`src/sv/aes_pkg.sv`:
```
// ----------------------------------------------------------------------------
// AES package
// Shared constants, the S-box and the GF(2^8) helpers of the AES cipher.
// ----------------------------------------------------------------------------
package aes_pkg;

  localparam int unsigned KsRows  = 16;
  localparam int unsigned KsAw    = 6;

  localparam logic [2:0] RegMode = 3'd0;
  localparam logic [2:0] RegKey0 = 3'd1;
  localparam logic [2:0] RegKey1 = 3'd2;
  localparam logic [2:0] RegKey2 = 3'd3;
  localparam logic [2:0] RegKey3 = 3'd4;

  // Commands from the controller to the datapath.
  typedef struct packed {
    logic            load_in;   // load plaintext xor first round key
    logic            do_round;  // apply one round with the key columns read
    logic            last;      // the round skips MixColumns
    logic            ks_init;   // write a key word straight from config
    logic            ks_gen;    // write an expanded key word
    logic [KsAw-1:0] ks_idx;    // word index being written
    logic [3:0]      ks_mod;    // i mod nk for the expansion step
    logic [KsAw-1:0] rd_word;   // first word of the round key to read
  } aes_cmd_t;

  function automatic logic [7:0] sbox(input logic [7:0] x);
    logic [7:0] t [256];
    t = '{
      8'h63,8'h7c,8'h77,8'h7b,8'hf2,8'h6b,8'h6f,8'hc5,8'h30,8'h01,8'h67,8'h2b,8'hfe,8'hd7,8'hab,8'h76,
      8'hca,8'h82,8'hc9,8'h7d,8'hfa,8'h59,8'h47,8'hf0,8'had,8'hd4,8'ha2,8'haf,8'h9c,8'ha4,8'h72,8'hc0,
      8'hb7,8'hfd,8'h93,8'h26,8'h36,8'h3f,8'hf7,8'hcc,8'h34,8'ha5,8'he5,8'hf1,8'h71,8'hd8,8'h31,8'h15,
      8'h04,8'hc7,8'h23,8'hc3,8'h18,8'h96,8'h05,8'h9a,8'h07,8'h12,8'h80,8'he2,8'heb,8'h27,8'hb2,8'h75,
      8'h09,8'h83,8'h2c,8'h1a,8'h1b,8'h6e,8'h5a,8'ha0,8'h52,8'h3b,8'hd6,8'hb3,8'h29,8'he3,8'h2f,8'h84,
      8'h53,8'hd1,8'h00,8'hed,8'h20,8'hfc,8'hb1,8'h5b,8'h6a,8'hcb,8'hbe,8'h39,8'h4a,8'h4c,8'h58,8'hcf,
      8'hd0,8'hef,8'haa,8'hfb,8'h43,8'h4d,8'h33,8'h85,8'h45,8'hf9,8'h02,8'h7f,8'h50,8'h3c,8'h9f,8'ha8,
      8'h51,8'ha3,8'h40,8'h8f,8'h92,8'h9d,8'h38,8'hf5,8'hbc,8'hb6,8'hda,8'h21,8'h10,8'hff,8'hf3,8'hd2,
      8'hcd,8'h0c,8'h13,8'hec,8'h5f,8'h97,8'h44,8'h17,8'hc4,8'ha7,8'h7e,8'h3d,8'h64,8'h5d,8'h19,8'h73,
      8'h60,8'h81,8'h4f,8'hdc,8'h22,8'h2a,8'h90,8'h88,8'h46,8'hee,8'hb8,8'h14,8'hde,8'h5e,8'h0b,8'hdb,
      8'he0,8'h32,8'h3a,8'h0a,8'h49,8'h06,8'h24,8'h5c,8'hc2,8'hd3,8'hac,8'h62,8'h91,8'h95,8'he4,8'h79,
      8'he7,8'hc8,8'h37,8'h6d,8'h8d,8'hd5,8'h4e,8'ha9,8'h6c,8'h56,8'hf4,8'hea,8'h65,8'h7a,8'hae,8'h08,
      8'hba,8'h78,8'h25,8'h2e,8'h1c,8'ha6,8'hb4,8'hc6,8'he8,8'hdd,8'h74,8'h1f,8'h4b,8'hbd,8'h8b,8'h8a,
      8'h70,8'h3e,8'hb5,8'h66,8'h48,8'h03,8'hf6,8'h0e,8'h61,8'h35,8'h57,8'hb9,8'h86,8'hc1,8'h1d,8'h9e,
      8'he1,8'hf8,8'h98,8'h11,8'h69,8'hd9,8'h8e,8'h94,8'h9b,8'h1e,8'h87,8'he9,8'hce,8'h55,8'h28,8'hdf,
      8'h8c,8'ha1,8'h89,8'h0d,8'hbf,8'he6,8'h42,8'h68,8'h41,8'h99,8'h2d,8'h0f,8'hb0,8'h54,8'hbb,8'h16};
    return t[x];
  endfunction

  function automatic logic [7:0] xtime(input logic [7:0] x);
    return {x[6:0], 1'b0} ^ (x[7] ? 8'h1b : 8'h00);
  endfunction

  function automatic logic [31:0] sub_word(input logic [31:0] w);
    return {sbox(w[31:24]), sbox(w[23:16]), sbox(w[15:8]), sbox(w[7:0])};
  endfunction

endpackage

```
`src/sv/aes_ctrl.sv`:
```
// ----------------------------------------------------------------------------
// AES controller
// Sequences key expansion and the rounds of one block, and the handshakes.
// ----------------------------------------------------------------------------
module aes_ctrl (
  input  logic              clk_i,
  input  logic              rst_ni,
  input  logic              sched_ok_i,
  input  logic [1:0]        mode_i,
  input  logic              in_valid_i,
  output logic              in_stall_o,
  output logic              out_valid_o,
  input  logic              out_stall_i,
  output logic              load_out_o,
  output logic              sched_done_o,
  output logic [3:0]        nk_o,
  output aes_pkg::aes_cmd_t cmd_o
);
  import aes_pkg::*;

  typedef enum logic [2:0] {
    StIdle, StInit, StGen, StKey0, StLoad, StRound, StDone, StOut
  } state_e;

  state_e state_q;
  logic [KsAw-1:0] i_q;
  logic [3:0] mod_q, r_q, nr;
  logic [KsAw-1:0] total;
  logic out_valid_q;
  logic out_free;

  assign nr    = (mode_i == 2'd0) ? 4'd10 : (mode_i == 2'd1) ? 4'd12 : 4'd14;
  assign nk_o  = nr - 4'd6;
  assign total = KsAw'(4) * (KsAw'(nr) + KsAw'(1));
  assign out_free    = !out_valid_q || !out_stall_i;
  assign in_stall_o  = (state_q != StIdle);
  assign out_valid_o = out_valid_q;

  always_comb begin
    cmd_o          = '0;
    cmd_o.ks_idx   = i_q;
    cmd_o.ks_mod   = mod_q;
    cmd_o.rd_word  = KsAw'({r_q, 2'b00});
    cmd_o.ks_init  = (state_q == StInit);
    cmd_o.ks_gen   = (state_q == StGen);
    cmd_o.load_in  = (state_q == StLoad);
    cmd_o.do_round = (state_q == StRound);
    cmd_o.last     = (r_q == nr);
    load_out_o     = (state_q == StOut) && out_free;
    sched_done_o   = (state_q == StGen) && (i_q == total - KsAw'(1));
  end

  always_ff @(posedge clk_i or negedge rst_ni) begin
    if (!rst_ni) begin
      state_q     <= StIdle;
      i_q         <= '0;
      mod_q       <= '0;
      r_q         <= '0;
      out_valid_q <= 1'b0;
    end else begin
      if (out_valid_q && !out_stall_i) out_valid_q <= 1'b0;
      unique case (state_q)
        StIdle: begin
          r_q <= '0;
          i_q <= '0;
          if (in_valid_i && !in_stall_o) begin
            state_q <= sched_ok_i ? StKey0 : StInit;
          end
        end
        StInit: begin
          i_q <= i_q + KsAw'(1);
          if (i_q == KsAw'(nk_o) - KsAw'(1)) begin
            mod_q   <= '0;
            state_q <= StGen;
          end
        end
        StGen: begin
          i_q   <= i_q + KsAw'(1);
          mod_q <= (mod_q == nk_o - 4'd1) ? 4'd0 : mod_q + 4'd1;
          if (i_q == total - KsAw'(1)) state_q <= StKey0;
        end
        StKey0: begin
          state_q <= StLoad;
        end
        StLoad: begin
          r_q     <= 4'd1;
          state_q <= StDone;
        end
        StDone: begin
          state_q <= StRound;
        end
        StRound: begin
          if (r_q == nr) begin
            state_q <= StOut;
          end else begin
            r_q     <= r_q + 4'd1;
            state_q <= StDone;
          end
        end
        StOut: begin
          if (out_free) begin
            out_valid_q <= 1'b1;
            state_q     <= StIdle;
          end
        end
        default: state_q <= StIdle;
      endcase
    end
  end

endmodule
```
`config.mk`:
```
export PLATFORM = sky130hd
export DESIGN_NAME = aes_ctrl
export DESIGN_NICKNAME = d
export VERILOG_FILES = /design/src/sv/aes_pkg.sv /design/src/sv/aes_ctrl.sv
export SDC_FILE = /design/constraint.sdc
export NUM_CORES = 1
export LEC_CHECK = 0
export BUFFER_PORTS_ARGS = -buffer_cell sky130_fd_sc_hd__buf_4
export CAP_MARGIN = 10
export CORE_MARGIN = 5
export CORE_UTILIZATION = 47
export DETAILED_ROUTE_END_ITERATION = 6
export PLACE_DENSITY_LB_ADDON = 0.15
export SLEW_MARGIN = 15
export SYNTH_ARGS = -nofsm -noshare
export SYNTH_HDL_FRONTEND = slang
export SYNTH_SLANG_ARGS = --single-unit
```
`constraint.sdc`:
```
create_clock -name clk_i -period 1.5 [get_ports clk_i]
set_input_delay 0.225 -clock clk_i [delete_from_list [all_inputs] [get_ports clk_i]]
set_output_delay 0.225 -clock clk_i [all_outputs]
set_load 0.1 [all_outputs]
```
==> reports/qor.csv, run 1 <==
metric;value;unit
number of global-route vias before repair;1549;
WL/cell;20.3;um
failing checks;setup timing;
Synth area leaders;dfrtp_1 (32%), ha_1 (4.5%), nand2_1 (3.5%), nor2_1 (3.2%), buf_4 (2.7%);
Post-synth EDFFs;0;
register-to-register path setup slack;-0.22;ns
GPL Wtd Cong;0.820;
Final min period;1.90;ns
crit path capture;cmd_o[18];
met2 routed WL;2720;um
CTS tree;built;
hold_ws;0.194;ns
Max Root-Sink Buffers;2;
initial antenna violation count;0;
Max Slew Vio Count;0;
vias per cell;6.08;
full die area;4140;sq um
post-route DRC violation count;0;
clock-pin slew on the worst setup and hold paths;0.11;ns
async set or reset register ratio after synthesis;100;%
P&R area growth vs syn;73.3;%
Clock Latency Late Sink;0.31;ns
Worst Hold Launch;out_stall_i;
Worst setup SP type;flop;
Seq/Total Area, Yosys;32.5;%
critical path cell sequence;and4bb_1, o31ai_4, clkinv_4, buf_12;
GRT Overall Usage;22.0;%
global route total overflow;0;
CTS buffer count;3;
DRT iter0 DRCs;162;
FP Rows;19;
fin nets;240;
area leader, netlist;dfrtp_1;
Critical R2R Launch;i_q[4];
Crit. path cell count;4;
layout cells sized above 1;61.5;%
Synth Register Bits;18;
CTS root buffer;clkbuf_4;
status;finished, violations left;
Via Count;1563;
RSZ-0062 raised after global routing;yes;
Hold Vio Cnt, Final;0;
Ports;36;
worst min path class;primary input to flop;
first-pass GRT wire length;7250;um
Pleak;1.10;nW
uppermost routed layer;met4;
WP data arrival;1.67;ns
routed wl met3;279;um
skew final;0.00333;ns
fraction of the cycle the final worst path needs;126;%
die width;64.3;um
number of max-cap violations;0;
core footprint;2780;sq um
Crit. Startpoint;r_q[2];
Final TNS setup;-2.67;ns
Netlist cell types;60;
CP Capture Type;output pin;
CP Class;flop to output pin;
Power Density;2310;nW/um^2
cells after synthesis;153;
FMAX;528;MHz
slowest CP cell;dfrtp_4;
Final Util;86.5;%
clock sinks;18;
final setup fails;18;
crit-path leading delay family;flip-flops;
DPL Wire Length;2850;um
VDD IR max;2.54;mV
largest net degree at the start of global routing;19;
post-synth top area share;32.5;%
ANT cells;0;
Worst path max stage delay;0.53;ns
Port Buffer Count;32;
initial core utilization;49.9;%
TritonRoute pass-1 iters;4;
htree depth;1;
WL met1;1990;um
Worst R2R End;state_q[0];
final wirelength;5210;um
Crit path required time;1.27;ns
Avg Cell Area, Syn;9.07;sq um
Fillers;149;
Buf/Inv on CP;2;
DRT antenna net count;0;
reg2reg path depth;5;
Final WS setup;-0.396;ns
synthesized area;1390;sq um
most used flip-flop cell after synthesis;dfrtp_1;
die height;64.3;um
Syn. warnings;0;
worst-path fanout max;5;
[Yosys cell counts, types with 3 or more instances]
library cell,number
nand2_1,13
nand2b_1,5
buf_4,5
ha_1,5
inv_1,10
nand4_1,3
a21oi_1,5
nor2_1,12
dfrtp_1,18
nor3_1,3
xnor2_1,3
nand3_1,5
buf_2,3
[stage by stage]
step / cell area [sq um] / worst slack, ns / cells / power (mW)
after floorplan: 1590 / -0.630 / 155 / 3.55
after global placement: 1970 / -0.285 / 234 / 4.20
after detailed placement: 1970 / -0.318 / 234 / 4.27
after CTS: 2310 / -0.359 / 251 / 5.20
after global routing: 2400 / -0.466 / 257 / 5.80
final: 2400 / -0.396 / 257 / 5.56
[per-layer routing]
| metal | track usage [%] | up-vias |
|---|---|---|
| li1 | - | 700 |
| met5 | 0 | - |
| met4 | 9.92 | 0 |
| met3 | 2.28 | 19 |
| met2 | 39.1 | 84 |
| met1 | 26.4 | 760 |
[how the worst min path moves through the flow]
| stage | slack, ns | endpoint | depth (start not counted) |
|---|---|---|---|
| floorplan | -0.07 | i_q[5] | 0 |
| global placement | 0.11 | state_q[2] | 1 |
| detailed placement | 0.11 | state_q[2] | 1 |
| CTS | 0.16 | out_valid_o | 3 |
| global route | 0.18 | out_valid_o | 3 |
| finish | 0.19 | out_valid_o | 3 |
[layout make-up]
| class | instances | area (sq um) | share of cell area [%] |
|---|---|---|---|
| clock buffers | 3 | 22.5 | 0.937 |
| multi-input cells | 112 | 997 | 41.5 |
| well taps | 31 | 38.8 | 1.61 |
| flip-flops and latches | 18 | 489 | 20.3 |
| repair buffers | 81 | 797 | 33.1 |
| inverters | 12 | 60.1 | 2.50 |
[placed cells by master (no fill, tap or decap), types with 2 or more instances in the layout]
| cell type | n |
|---|---|
| maj3_2 | 3 |
| nand2_1 | 12 |
| nand2b_1 | 3 |
| o2bb2ai_1 | 2 |
| a21oi_1 | 4 |
| or3_4 | 2 |
| buf_12 | 9 |
| nand2b_4 | 3 |
| clkinvlp_4 | 2 |
| nor3_1 | 2 |
| and3_1 | 2 |
| o41ai_2 | 2 |
| dfrtp_2 | 10 |
| ha_4 | 2 |
| buf_4 | 58 |
| nand3_1 | 3 |
| inv_1 | 7 |
| a21o_1 | 2 |
| nor2_4 | 3 |
| xnor2_2 | 2 |
| o21ai_2 | 2 |
| dfrtp_4 | 7 |
| o22a_1 | 2 |
| ha_1 | 3 |
| a22o_1 | 2 |
| buf_6 | 11 |
| nand4_1 | 3 |
| o21ai_0 | 2 |
| o211ai_1 | 2 |
| nor2_1 | 8 |
| clkbuf_4 | 3 |
| conb_1 | 3 |
[power by group]
group          internal, mW  switching, mW
logic                  1.63           2.64
clock network        0.0940          0.167
registers             0.709          0.319
[worst reg2reg max path, delay by kind of cell, from the launching register on]
kind,cells,cell delay (ns)
and+or+nand+nor,1,0.19
buffers and inverters,1,0.18
AOI/OAI and AO/OA,3,0.71
DFF,1,0.54
[flip-flops by register name, indices dropped and copies added, names as in the netlist]
name and flops:
i_q 6, mod_q 4, out_valid_o 1, r_q 4, state_q 3
[kinds of logic (layout without fill, tap and decap cells)]
kind of cell | Yosys count | after routing | synth area share (%)
muxes | 2 | 2 | 1.53
DFF | 18 | 18 | 32.5
other | 1 | 3 | 0.270
AOI/OAI and AO/OA | 36 | 36 | 21.4
xor gates and xnor gates | 4 | 4 | 3.52
buffers and inverters | 25 | 96 | 9.47
adders and majority gates | 8 | 8 | 6.76
and+or+nand+nor | 59 | 59 | 24.6
[what timing repair did]
item | CTS | global route
hold endpoints to repair | 18 | 0
setup buffers | 12 | 8
pin swaps | 7 | 8
endpoints found under the setup margin | 12 | 19
resized for setup | 45 | 16
hold buffers | 1 | 0
cloned | 1 | 0
Power figures use the tool's default switching activity.
==> run 2: changes to the inputs <==
--- a/config.mk
+++ b/config.mk
@@ -7,8 +7,10 @@
 export LEC_CHECK = 0
 export BUFFER_PORTS_ARGS = -buffer_cell sky130_fd_sc_hd__buf_4
 export CAP_MARGIN = 10
+export CELL_PAD_IN_SITES_DETAIL_PLACEMENT = 2
+export CELL_PAD_IN_SITES_GLOBAL_PLACEMENT = 2
 export CORE_MARGIN = 5
-export CORE_UTILIZATION = 47
+export CORE_UTILIZATION = 28
 export DETAILED_ROUTE_END_ITERATION = 6
 export PLACE_DENSITY_LB_ADDON = 0.15
 export SLEW_MARGIN = 15
==> reports/qor.csv, run 2 (synthesis results as in run 1) <==
metric;value;unit
GRT Overall Usage;21.0;%
skew final;0.00637;ns
status;finished, violations left;
global route total overflow;0;
CTS root buffer;clkbuf_8;
Crit path required time;1.27;ns
final setup fails;17;
Hold Vio Cnt, Final;0;
post-route cell area;2610;sq um
DRT iter0 DRCs;16;
reg2reg path depth;6;
largest net degree at the start of global routing;19;
Comb pwr share;75.6;%
CP Class;flop to output pin;
Worst setup SP type;flop;
FP Rows;25;
P&R area growth vs syn;88.4;%
number of max-cap violations;0;
sequential share of power;17.1;%
Max Slew Vio Count;0;
Port Buffer Count;32;
Clock Latency Late Sink;0.26;ns
sw power;3.30;mW
commonest non-fill, non-tap cell in the layout;buf_4;
initial antenna violation count;0;
vias per cell;5.11;
clock sinks;18;
top flop regs;i_q: 6 flops, mod_q: 4 flops, r_q: 4 flops;
Fillers;490;
Final WS setup;-0.344;ns
GPL Wtd Cong;0.790;
WL/cell;22.7;um
final wirelength;7030;um
initial core utilization;29.2;%
FF+latch area;489;sq um
layout cells sized above 1;64.5;%
fraction of the cycle the final worst path needs;123;%
Ports;36;
max reg flops;6;
post-route DRC violation count;0;
CTS tree;built;
first-pass GRT wire length;10200;um
placed cell areas;2060;sq um
Final min period;1.84;ns
Final TNS setup;-2.49;ns
Multi-input gate area;1050;sq um
Overall Power;5.91;mW
htree depth;1;
WP data arrival;1.62;ns
core footprint;4750;sq um
CP Capture Type;output pin;
clock power share;7.3;%
P_int;2.62;mW
switch share;55.8;%
pre-CTS WS;-0.347;ns
ANT cells;0;
Power Density;2260;nW/um^2
RSZ-0062 raised after global routing;yes;
clock-pin slew on the worst setup and hold paths;0.08;ns
number of global-route vias before repair;1767;
failing checks;setup timing;
Hold Path Cell Cnt;3;
die width;80.4;um
CTS buffer count;3;
DPL Wire Length;4050;um
fin nets;255;
DRT antenna net count;0;
TritonRoute pass-1 iters;3;
full die area;6460;sq um
Top reg by flops;i_q;
die height;80.4;um
Via Count;1580;
Pleak;1.18;nW
VDD IR max;1.62;mV
Max Root-Sink Buffers;2;
FMAX;542;MHz
worst min path class;primary input to flop;
worst-path fanout max;5;
most frequent cells in the layout;buf_4 (74), buf_6 (12), nand2_1 (11);
[run 2: through the flow]
stage	util (%)	hold slack, ns	instances
after floorplan	-	-0.0706	155
after global placement	43.4	0.117	276
after detailed placement	43.4	0.125	276
after CTS	52.9	0.208	298
after global routing	55.0	0.242	309
final	55.0	0.243	309
[run 2: area by class of cell]
class                           count  share of cell area, %
Inverter                           12                   2.20
Timing Repair Buffer               96                   33.7
Tap cell                           67                   3.21
Multi-Input combinational cell    112                   40.1
Clock buffer                        4                   2.11
Sequential cell                    18                   18.7
[run 2: path summary, 6_finish.rpt]
| path | to | start | slack (ns) |
|---|---|---|---|
| min in group asynchronous | i_q[2] | rst_ni | 0.37 |
| hold reg to reg | mod_q[3] | mod_q[3] | 0.62 |
| setup / recovery | cmd_o[18] | r_q[2] | -0.34 |
| setup reg to reg | state_q[0] | r_q[2] | -0.27 |
| max in group asynchronous | i_q[1] | rst_ni | 0.88 |
| hold / removal | out_valid_o | out_stall_i | 0.24 |
[run 2: power groups by stage]
stage,combinational (mW),sequential (mW),clock [mW]
finish,4.47,1.01,0.433
global route,4.66,1.04,0.462
CTS,4.16,0.999,0.438
detailed placement,3.47,0.978,0
global placement,3.39,0.955,0
floorplan,1.72,1.83,0
[run 2: timing repair]
action / in CTS / in global routing
endpoints found under the hold margin: 18 / 0
endpoints found under the setup margin: 18 / 19
setup buffers: 16 / 12
hold buffers: 1 / 0
gates cloned: 1 / 0
pin swaps: 7 / 8
gates resized for setup: 52 / 9
[run 2: metal layers]
layer | up-vias | track usage [%] | share of wire [%]
met2 | 29 | 40.5 | 57
li1 | 723 | - | -
met3 | 10 | 2.69 | 2.7
met5 | - | 0 | 0
met1 | 818 | 23.7 | 39
met4 | 0 | 6.42 | 1.6
[run 2: critical path, cell delays in order, from the launching register on]
cell and delay (ns):
dfrtp_4 0.52, and4bb_1 0.23, o31ai_4 0.25, buf_6 0.16, inv_6 0.04, buf_12 0.15
